**config.mk**
```make
export PLATFORM = sky130hd
export DESIGN_NAME = adts_frame_deframer_flat
export DESIGN_NICKNAME = d
export VERILOG_FILES = /design/src/design/adts_pkg.sv /design/src/design/adts_req_if.sv /design/src/design/adts_rsp_if.sv /design/src/design/adts_frame_deframer.sv /design/src/flat_wrapper.sv
export VERILOG_INCLUDE_DIRS = /design/src /design/src/design
export SDC_FILE = /design/constraint.sdc
export NUM_CORES = 1
export LEC_CHECK = 0
export ABC_AREA = 1
export BUFFER_PORTS_ARGS = -buffer_cell sky130_fd_sc_hd__buf_2
export CORE_UTILIZATION = 40
export CTS_CLUSTER_DIAMETER = 120
export DETAILED_ROUTE_END_ITERATION = 6
export GPL_TIMING_DRIVEN = 0
export PLACE_DENSITY_LB_ADDON = 0.12
export SLEW_MARGIN = 20
export SYNTH_ARGS = -nofsm -noshare
export SYNTH_HDL_FRONTEND = slang
export SYNTH_SLANG_ARGS = --single-unit
```
**constraint.sdc**
```tcl
create_clock -name clock -period 9.2 [get_ports clock]
set_clock_uncertainty 0.05 [all_clocks]
set_input_delay 0.46 -clock clock [delete_from_list [all_inputs] [get_ports clock]]
set_output_delay 0.46 -clock clock [all_outputs]
set_load 0.01 [all_outputs]
```
**src/design/adts_frame_deframer_defines.svh**
```systemverilog
// Assertion macros shared by the ADTS deframer.
`ifndef ADTS_FRAME_DEFRAMER_DEFINES_SVH
`define ADTS_FRAME_DEFRAMER_DEFINES_SVH

// The consequent must hold in the same cycle as the antecedent.
`define ADTS_ASSERT_SAME(label, clk, rst, ante, cons) \
   label: assert property (@(posedge clk) disable iff (rst) (ante) |-> (cons)) \
      else $error("adts assertion failed");

// The consequent must hold in the cycle after the antecedent.
`define ADTS_ASSERT_NEXT(label, clk, rst, ante, cons) \
   label: assert property (@(posedge clk) disable iff (rst) (ante) |=> (cons)) \
      else $error("adts assertion failed");

`endif

```
**src/design/adts_pkg.sv**
```systemverilog
// Types and constants of the ADTS frame deframer.
package adts_pkg;

   localparam logic [1:0] KIND_HEADER  = 2'd0;
   localparam logic [1:0] KIND_CRC     = 2'd1;
   localparam logic [1:0] KIND_PAYLOAD = 2'd2;

   localparam logic [7:0] SYNC_FIRST   = 8'hFF;
   localparam logic [3:0] SYNC_NIBBLE  = 4'hF;

   localparam logic [12:0] HDR_LEN_PLAIN = 13'd7;
   localparam logic [12:0] HDR_LEN_CRC   = 13'd9;

   typedef struct packed {
      logic [7:0]  data_byte;
      logic [1:0]  byte_kind;
      logic        frame_end;
      logic        header_done;
      logic        frame_error;
      logic [1:0]  profile;
      logic [3:0]  rate_index;
      logic [2:0]  channel_config;
      logic [12:0] frame_length;
      logic [10:0] buffer_fullness;
      logic [1:0]  raw_blocks;
      logic [8:0]  header_flags;
   } rsp_type;

endpackage

```
**src/design/adts_req_if.sv**
```systemverilog
// Request channel of the ADTS deframer: one stream byte per request.
interface adts_req_if;
   logic       valid;
   logic       ready;
   logic [7:0] stream_byte;

   modport source (output valid, output stream_byte, input ready);
   modport sink (input valid, input stream_byte, output ready);
endinterface

```
**src/design/adts_rsp_if.sv**
```systemverilog
// Result channel of the ADTS deframer: one result per stream byte.
interface adts_rsp_if;
   logic        valid;
   logic        ready;
   logic [7:0]  data_byte;
   logic [1:0]  byte_kind;
   logic        frame_end;
   logic        header_done;
   logic        frame_error;
   logic [1:0]  profile;
   logic [3:0]  rate_index;
   logic [2:0]  channel_config;
   logic [12:0] frame_length;
   logic [10:0] buffer_fullness;
   logic [1:0]  raw_blocks;
   logic [8:0]  header_flags;

   modport source (output valid, output data_byte, output byte_kind, output frame_end,
                   output header_done, output frame_error, output profile,
                   output rate_index, output channel_config, output frame_length,
                   output buffer_fullness, output raw_blocks, output header_flags,
                   input ready);
   modport sink (input valid, input data_byte, input byte_kind, input frame_end,
                 input header_done, input frame_error, input profile,
                 input rate_index, input channel_config, input frame_length,
                 input buffer_fullness, input raw_blocks, input header_flags,
                 output ready);
endinterface

```
**src/design/adts_frame_deframer.sv**
```systemverilog
// Top level of the ADTS frame deframer: byte classification and header decode.
//
// The deframer takes one byte of an AAC ADTS stream per request and returns one
// result per byte in the cycle after the byte is accepted. It hunts for the sync word,
// unpacks the header fields on the seventh header byte, tags the two CRC bytes when
// protection is present and then passes the payload, marking the last byte of each
// frame. A bad sync word or a frame length shorter than the header raises frame_error
// and restarts the hunt at the next byte. Throughput is one byte per clock: the frame
// state and the result register are updated in the same cycle, and req ready drops
// only while the result register holds a result that has not been taken.
module adts_frame_deframer
   import adts_pkg::*;
(
   input  logic       clock,
   input  logic       reset,
   adts_req_if.sink   req_chan,
   adts_rsp_if.source rsp_chan
);

`include "adts_frame_deframer_defines.svh"

   localparam logic [1:0] PH_HEADER  = 2'd0;
   localparam logic [1:0] PH_CRC     = 2'd1;
   localparam logic [1:0] PH_PAYLOAD = 2'd2;
   localparam logic [1:0] PH_UNUSED  = 2'd3;

   logic [1:0]  phase_ff, phase_in;
   logic [12:0] count_ff, count_in;
   logic [12:0] length_ff, length_in;
   logic        crc_ff, crc_in;
   logic [7:0]  hdr_ff [1:5];
   logic        hdr_we;
   logic [2:0]  hdr_idx;
   logic        rsp_valid_ff;
   rsp_type     rsp_ff, rsp_in;

   logic        accept;
   logic [1:0]  cur_phase;
   logic [12:0] cur_count;
   logic [7:0]  b;
   logic [12:0] flen;
   logic [12:0] hdr_len;

   assign req_chan.ready = !rsp_valid_ff || rsp_chan.ready;
   assign accept = req_chan.valid && req_chan.ready;
   assign b = req_chan.stream_byte;

   // An unused phase code falls back to header collection from byte zero.
   assign cur_phase = (phase_ff == PH_UNUSED) ? PH_HEADER : phase_ff;
   assign cur_count = (phase_ff == PH_UNUSED) ? '0 : count_ff;

   assign flen    = {hdr_ff[3][1:0], hdr_ff[4], hdr_ff[5][7:5]};
   assign hdr_len = crc_ff ? HDR_LEN_CRC : HDR_LEN_PLAIN;
   assign hdr_idx = cur_count[2:0];

   always_comb begin
      rsp_in           = '0;
      rsp_in.data_byte = b;
      phase_in         = cur_phase;
      count_in         = cur_count;
      length_in        = length_ff;
      crc_in           = crc_ff;
      hdr_we           = 1'b0;
      unique case (cur_phase)
         PH_HEADER: begin
            rsp_in.byte_kind = KIND_HEADER;
            if (cur_count == 13'd0 && b != SYNC_FIRST) begin
               rsp_in.frame_error = 1'b1;
               count_in           = '0;
            end else if (cur_count == 13'd1 && b[7:4] != SYNC_NIBBLE) begin
               rsp_in.frame_error = 1'b1;
               count_in           = '0;
            end else if (cur_count < 13'd6) begin
               if (cur_count == 13'd1) begin
                  crc_in = ~b[0];
               end
               hdr_we   = (cur_count != 13'd0);
               count_in = cur_count + 13'd1;
            end else begin
               rsp_in.header_done     = 1'b1;
               rsp_in.profile         = hdr_ff[2][7:6];
               rsp_in.rate_index      = hdr_ff[2][5:2];
               rsp_in.channel_config  = {hdr_ff[2][0], hdr_ff[3][7:6]};
               rsp_in.frame_length    = flen;
               rsp_in.buffer_fullness = {hdr_ff[5][4:0], b[7:2]};
               rsp_in.raw_blocks      = b[1:0];
               rsp_in.header_flags    = {hdr_ff[1][3], hdr_ff[1][2:1], hdr_ff[1][0],
                                         hdr_ff[2][1], hdr_ff[3][5], hdr_ff[3][4],
                                         hdr_ff[3][3], hdr_ff[3][2]};
               priority if (flen < hdr_len) begin
                  rsp_in.frame_error = 1'b1;
                  count_in           = '0;
               end else if (crc_ff) begin
                  length_in = flen;
                  phase_in  = PH_CRC;
                  count_in  = 13'd7;
               end else if (flen == HDR_LEN_PLAIN) begin
                  length_in        = flen;
                  rsp_in.frame_end = 1'b1;
                  count_in         = '0;
               end else begin
                  length_in = flen;
                  phase_in  = PH_PAYLOAD;
                  count_in  = 13'd7;
               end
            end
         end
         PH_CRC: begin
            rsp_in.byte_kind = KIND_CRC;
            priority if (cur_count < 13'd8) begin
               count_in = 13'd8;
            end else if (length_ff == HDR_LEN_CRC) begin
               rsp_in.frame_end = 1'b1;
               phase_in         = PH_HEADER;
               count_in         = '0;
            end else begin
               phase_in = PH_PAYLOAD;
               count_in = 13'd9;
            end
         end
         PH_PAYLOAD: begin
            rsp_in.byte_kind = KIND_PAYLOAD;
            if ({1'b0, cur_count} + 14'd1 >= {1'b0, length_ff}) begin
               rsp_in.frame_end = 1'b1;
               phase_in         = PH_HEADER;
               count_in         = '0;
            end else begin
               count_in = cur_count + 13'd1;
            end
         end
         default: begin
            phase_in = PH_HEADER;
            count_in = '0;
         end
      endcase
   end

   always_ff @(posedge clock) begin
      if (reset) begin
         phase_ff     <= PH_HEADER;
         count_ff     <= '0;
         length_ff    <= '0;
         crc_ff       <= 1'b0;
         rsp_valid_ff <= 1'b0;
      end else begin
         if (accept) begin
            phase_ff  <= phase_in;
            count_ff  <= count_in;
            length_ff <= length_in;
            crc_ff    <= crc_in;
         end
         if (accept) begin
            rsp_valid_ff <= 1'b1;
         end else if (rsp_chan.ready) begin
            rsp_valid_ff <= 1'b0;
         end
      end
   end

   always_ff @(posedge clock) begin
      if (accept && hdr_we) begin
         hdr_ff[hdr_idx] <= b;
      end
      if (accept) begin
         rsp_ff <= rsp_in;
      end
   end

   assign rsp_chan.valid           = rsp_valid_ff;
   assign rsp_chan.data_byte       = rsp_ff.data_byte;
   assign rsp_chan.byte_kind       = rsp_ff.byte_kind;
   assign rsp_chan.frame_end       = rsp_ff.frame_end;
   assign rsp_chan.header_done     = rsp_ff.header_done;
   assign rsp_chan.frame_error     = rsp_ff.frame_error;
   assign rsp_chan.profile         = rsp_ff.profile;
   assign rsp_chan.rate_index      = rsp_ff.rate_index;
   assign rsp_chan.channel_config  = rsp_ff.channel_config;
   assign rsp_chan.frame_length    = rsp_ff.frame_length;
   assign rsp_chan.buffer_fullness = rsp_ff.buffer_fullness;
   assign rsp_chan.raw_blocks      = rsp_ff.raw_blocks;
   assign rsp_chan.header_flags    = rsp_ff.header_flags;

   // The payload counter never reaches the frame length while payload is flowing.
   `ADTS_ASSERT_SAME(a_payload_in_frame, clock, reset, phase_ff == PH_PAYLOAD,
                     count_ff < length_ff)
   // CRC bytes are only tagged for frames that carry a CRC.
   `ADTS_ASSERT_SAME(a_crc_needs_flag, clock, reset, phase_ff == PH_CRC, crc_ff)
   // A first byte that is not the sync byte is reported as an error.
   `ADTS_ASSERT_NEXT(a_sync_error, clock, reset,
                     accept && phase_ff == PH_HEADER && count_ff == 13'd0 &&
                     req_chan.stream_byte != SYNC_FIRST,
                     rsp_chan.valid && rsp_chan.frame_error)
   // Decoded header fields only ever come with a header byte.
   `ADTS_ASSERT_SAME(a_done_is_header, clock, reset,
                     rsp_chan.valid && rsp_chan.header_done,
                     rsp_chan.byte_kind == KIND_HEADER)

endmodule

```
**src/flat_wrapper.sv**
```systemverilog
// flat-port wrapper written by rule: the top's interface ports become plain ports
module adts_frame_deframer_flat import adts_pkg::*;
  (clock, reset, req_chan_valid, req_chan_stream_byte, req_chan_ready, rsp_chan_valid, rsp_chan_data_byte, rsp_chan_byte_kind, rsp_chan_frame_end, rsp_chan_header_done, rsp_chan_frame_error, rsp_chan_profile, rsp_chan_rate_index, rsp_chan_channel_config, rsp_chan_frame_length, rsp_chan_buffer_fullness, rsp_chan_raw_blocks, rsp_chan_header_flags, rsp_chan_ready);
  adts_req_if req_chan_i ();
  adts_rsp_if rsp_chan_i ();
  input  logic clock;
  input  logic reset;
  input wire logic [$bits(req_chan_i.valid)-1:0] req_chan_valid;
  input wire logic [$bits(req_chan_i.stream_byte)-1:0] req_chan_stream_byte;
  output wire logic [$bits(req_chan_i.ready)-1:0] req_chan_ready;
  output wire logic [$bits(rsp_chan_i.valid)-1:0] rsp_chan_valid;
  output wire logic [$bits(rsp_chan_i.data_byte)-1:0] rsp_chan_data_byte;
  output wire logic [$bits(rsp_chan_i.byte_kind)-1:0] rsp_chan_byte_kind;
  output wire logic [$bits(rsp_chan_i.frame_end)-1:0] rsp_chan_frame_end;
  output wire logic [$bits(rsp_chan_i.header_done)-1:0] rsp_chan_header_done;
  output wire logic [$bits(rsp_chan_i.frame_error)-1:0] rsp_chan_frame_error;
  output wire logic [$bits(rsp_chan_i.profile)-1:0] rsp_chan_profile;
  output wire logic [$bits(rsp_chan_i.rate_index)-1:0] rsp_chan_rate_index;
  output wire logic [$bits(rsp_chan_i.channel_config)-1:0] rsp_chan_channel_config;
  output wire logic [$bits(rsp_chan_i.frame_length)-1:0] rsp_chan_frame_length;
  output wire logic [$bits(rsp_chan_i.buffer_fullness)-1:0] rsp_chan_buffer_fullness;
  output wire logic [$bits(rsp_chan_i.raw_blocks)-1:0] rsp_chan_raw_blocks;
  output wire logic [$bits(rsp_chan_i.header_flags)-1:0] rsp_chan_header_flags;
  input wire logic [$bits(rsp_chan_i.ready)-1:0] rsp_chan_ready;
  assign req_chan_i.valid = req_chan_valid;
  assign req_chan_i.stream_byte = req_chan_stream_byte;
  assign req_chan_ready = req_chan_i.ready;
  assign rsp_chan_valid = rsp_chan_i.valid;
  assign rsp_chan_data_byte = rsp_chan_i.data_byte;
  assign rsp_chan_byte_kind = rsp_chan_i.byte_kind;
  assign rsp_chan_frame_end = rsp_chan_i.frame_end;
  assign rsp_chan_header_done = rsp_chan_i.header_done;
  assign rsp_chan_frame_error = rsp_chan_i.frame_error;
  assign rsp_chan_profile = rsp_chan_i.profile;
  assign rsp_chan_rate_index = rsp_chan_i.rate_index;
  assign rsp_chan_channel_config = rsp_chan_i.channel_config;
  assign rsp_chan_frame_length = rsp_chan_i.frame_length;
  assign rsp_chan_buffer_fullness = rsp_chan_i.buffer_fullness;
  assign rsp_chan_raw_blocks = rsp_chan_i.raw_blocks;
  assign rsp_chan_header_flags = rsp_chan_i.header_flags;
  assign rsp_chan_i.ready = rsp_chan_ready;
  adts_frame_deframer u_core (.clock(clock), .reset(reset), .req_chan(req_chan_i), .rsp_chan(rsp_chan_i));
endmodule
```
==> results.py <==
metrics = {
    "setup_path": {
        "ff2ff_setup_slack_ps": 5300,
        "path_cells": "ha_1 > nor2_1 > ha_1 > nand2_1 > nor2_2 > nand3_1 > nor3_1 > xor2_1 > ha_1 > nand2_1 > nor2_1 > nor3_1 > nand2_1 > nand2_1 > nand2_1 > nand2_1 > nand3_1 > nand2_2 > nand3_1 > a21oi_1",
        "rr_startpoint": "u_core.phase_ff[1]",
        "cp_common_cell": "nand2_1",
        "worstReg2RegEnd": "u_core.count_ff[10]",
        "rr_worst_depth": 20,
        "cp_max_fo": 10,
        "crit_slowest_cell": "nor2_1",
        "critPathRequiredTime_ps": 9480,
        "arrival_ps": 4180,
        "worst_setup_path_start_kind": "register",
        "cp-end-kind": "register",
        "path_class": "reg -> reg",
        "slowest_delay_ps": 400,
    },
    "placement": {
        "port_buffers": 69,
        "gp_congestion": 0.853,
        "dp_hpwl_um": 8630,
    },
    "synth": {
        "yosysSeqAreaShare_pct": 61.3,
        "syn_nets": 571,
        "ys_ff_latch": 123,
        "synth-edff-count": 93,
        "syn_area_um2": 5530,
        "netlist_instances": 538,
        "synth_flop_cell": "edfxtp_1",
        "synth_cell_types": 36,
        "avgSynthCellArea_um2": 10.3,
        "ys_async_sr_fraction_pct": 0,
        "synth_warnings": 0,
    },
    "final_layout": {
        "fillers": 1213,
        "seq_area_um2": 3390,
        "multi_input_area_um2": 1730,
        "syn_to_final_growth_pct": 22.2,
        "nets": 662,
        "layout-drive-gt1-share_pct": 24.0,
        "n_antenna_cell": 0,
    },
    "routing": {
        "wl_um": 11900,
        "dr.pass1.iters": 6,
        "wire_per_inst_um": 14.5,
        "via_per_inst": 4.77,
        "vias": 3902,
        "drc_errors": 0,
        "drtAntennaViolNets": 0,
        "drt-initial-drc-count": 256,
    },
    "clocking": {
        "post_cts_resized": 0,
        "numCtsBuffers": 17,
        "cts_max_level": 4,
        "cts-root-buf": "clkbuf_16",
        "clockBufferDepth": 2,
        "cts_tree": "built",
        "insertion_delay_ps": 410,
        "post-cts-setup-buffer-count": 0,
        "cts_hold_buf": 0,
        "clkTransAtPathRegs_ps": 60,
        "cts.sink_count": 123,
    },
    "hold_path": {
        "hp-class": "in -> reg",
        "hold_path.startpoint": "req_chan_stream_byte[7]",
        "hold_depth": 1,
        "hold_end": "u_core.rsp_chan.data_byte[7]",
    },
    "status": {
        "status": "complete, no violations",
    },
    "global_routing": {
        "grt_usage_pct": 17.6,
        "grt_pass1_vias": 3602,
        "grt_pass1_wl_um": 18800,
        "antenna_found_initial": 0,
        "gr-total-overflow": 0,
        "grt_max_degree": 36,
    },
    "timing": {
        "timing.fmax_mhz": 257,
        "max_slew_margin_pct": 49.1,
        "finalSetupViolCount": 0,
        "timing.final.crit_share_pct": 42.4,
        "timing.hold.ws_ps": 297,
        "drv_slew": 0,
        "tightest_slew_ps": 759,
        "finalHoldViolCount": 0,
        "fin_tns_setup_ps": 0,
        "grt_setup_unrepaired": "no",
        "period_needed_ps": 3900,
    },
    "floorplan": {
        "core_um2": 13300,
        "die_h_um": 120,
        "rows": 42,
        "start_util_pct": 41.5,
        "ioPinCount": 71,
        "die_w_um": 120,
        "die_area_um2": 14300,
    },
    "power": {
        "powerDensity_nw_per_um2": 195,
        "irDropWorstVdd_v": 0.000120,
        "p_leak_nw": 2.92,
    },
    "job": {
        "cap_violations": 0,
    },
}
metal layers:
layer / up-vias / GRT usage (%) / wire length (µm)
met5: - / 0 / 0
met2: 79 / 28.2 / 5730
met3: 13 / 3.61 / 484
met1: 1842 / 23.4 / 5460
li1: 1968 / - / -
met4: 0 / 7.11 / 180
flip-flops by register name, summed over array words and instances, names as in the netlist:
register,count
u_core.rsp_chan.raw_blocks,2
u_core.rsp_chan.header_flags,9
u_core.rsp_chan.valid,1
u_core.rsp_chan.rate_index,4
u_core.rsp_chan.channel_config,3
u_core.rsp_chan.data_byte,8
u_core.phase_ff,2
u_core.rsp_chan.header_done,1
u_core.rsp_chan.frame_end,1
u_core.rsp_chan.profile,2
u_core.crc_ff,1
u_core.hdr_ff,36
u_core.rsp_chan.frame_length,13
u_core.rsp_chan.buffer_fullness,11
u_core.count_ff,13
u_core.rsp_chan.byte_kind,2
u_core.length_ff,13
u_core.rsp_chan.frame_error,1
worst max-delay path, delay by kind of cell (launching register included):
family,cells,cell delay [ps]
xor+xnor,1,270
compound gates,1,150
simple gates,15,2140
flops,1,350
fa+ha+maj,3,850
cells by family (layout without fill, tap and decap cells):
logic type / after synthesis / count (layout) / synth area share (%)
simple gates: 231 / 231 / 18.9
fa+ha+maj: 21 / 21 / 4.75
xor+xnor: 10 / 10 / 1.58
buf+inv: 108 / 212 / 7.82
compound gates: 45 / 45 / 5.61
flops: 123 / 123 / 61.3
area by class of cell:
| type | instances | area share [%] |
|---|---|---|
| Buffer | 12 | 1.02 |
| Tap cell | 176 | 3.26 |
| Sequential cell | 123 | 50.2 |
| Inverter | 96 | 5.42 |
| Multi-Input combinational cell | 307 | 25.5 |
| Timing Repair Buffer | 72 | 5.63 |
| Clock buffer | 20 | 6.90 |
| Clock inverter | 12 | 2.04 |
cells in the mapped netlist, types with 8 or more instances:
library cell	n	area share, %
edfxtp_1	93	50
inv_1	92	6.2
nand2_1	74	5.0
nor2_1	73	5.0
nand3_1	33	3.0
dfxtp_1	30	11
a21oi_1	23	2.1
ha_1	21	4.7
nor3_1	11	0.99
nand2_2	10	1.1
nor2_2	10	1.1
a211oi_2	8	1.8
nand4_1	8	0.90
xor2_1	8	1.3
worst max path at each step:
stage / from / endpoint / slack (ps) / cells after the start
after detailed placement: u_core.phase_ff[1] / u_core.count_ff[9] / 5340 / 20
final: u_core.phase_ff[1] / u_core.count_ff[10] / 5300 / 20
after global routing: u_core.phase_ff[1] / u_core.count_ff[7] / 4870 / 20
after global placement: u_core.phase_ff[1] / u_core.count_ff[9] / 5390 / 20
after CTS: u_core.phase_ff[1] / u_core.count_ff[10] / 5310 / 20
after floorplan: u_core.phase_ff[0] / u_core.count_ff[12] / 6130 / 20
layout by cell type, fill, tap and decap left out, types with 2 or more instances in the layout:
| cell | instances |
|---|---|
| a21oi_1 | 23 |
| ha_1 | 21 |
| nand2_1 | 74 |
| xnor2_1 | 2 |
| inv_6 | 2 |
| a211oi_2 | 8 |
| bufinv_16 | 2 |
| a211oi_1 | 6 |
| edfxtp_1 | 93 |
| nand3_1 | 33 |
| nor2_1 | 73 |
| buf_2 | 73 |
| nand2_2 | 10 |
| nor3_2 | 5 |
| inv_2 | 2 |
| buf_4 | 2 |
| inv_1 | 91 |
| o211ai_1 | 2 |
| xor2_1 | 8 |
| nor2_2 | 10 |
| nand4_1 | 8 |
| clkinv_4 | 4 |
| o21ai_0 | 3 |
| dfxtp_1 | 30 |
| clkbuf_1 | 6 |
| nor4_1 | 4 |
| clkinv_2 | 3 |
| nor3_1 | 7 |
| inv_4 | 2 |
| clkbuf_8 | 3 |
| clkinvlp_4 | 2 |
| clkbuf_16 | 17 |
| nand2_4 | 2 |
where the power goes:
group          internal (W)  switching [W]  leakage (nW)  total [W]
sequential         0.000609     0.00000291          1.14   0.000612
clock              0.000422       0.000245         0.293   0.000668
combinational     0.0000121      0.0000300          1.49  0.0000422
through the flow:
| step | power (W) | utilization [%] | worst slack (ps) | instances | instance area, µm² |
|---|---|---|---|---|---|
| after global placement | 0.000665 | 45.7 | 5390 | 783 | 6100 |
| after floorplan | 0.000643 | - | 6130 | 538 | 5530 |
| final | 0.00132 | 50.6 | 5300 | 818 | 6760 |
| after CTS | 0.00133 | 50.6 | 5310 | 818 | 6760 |
| after detailed placement | 0.000666 | 46.1 | 5340 | 786 | 6160 |
| after global routing | 0.00136 | 50.6 | 4870 | 818 | 6760 |
(Power assumes the default switching activity.)
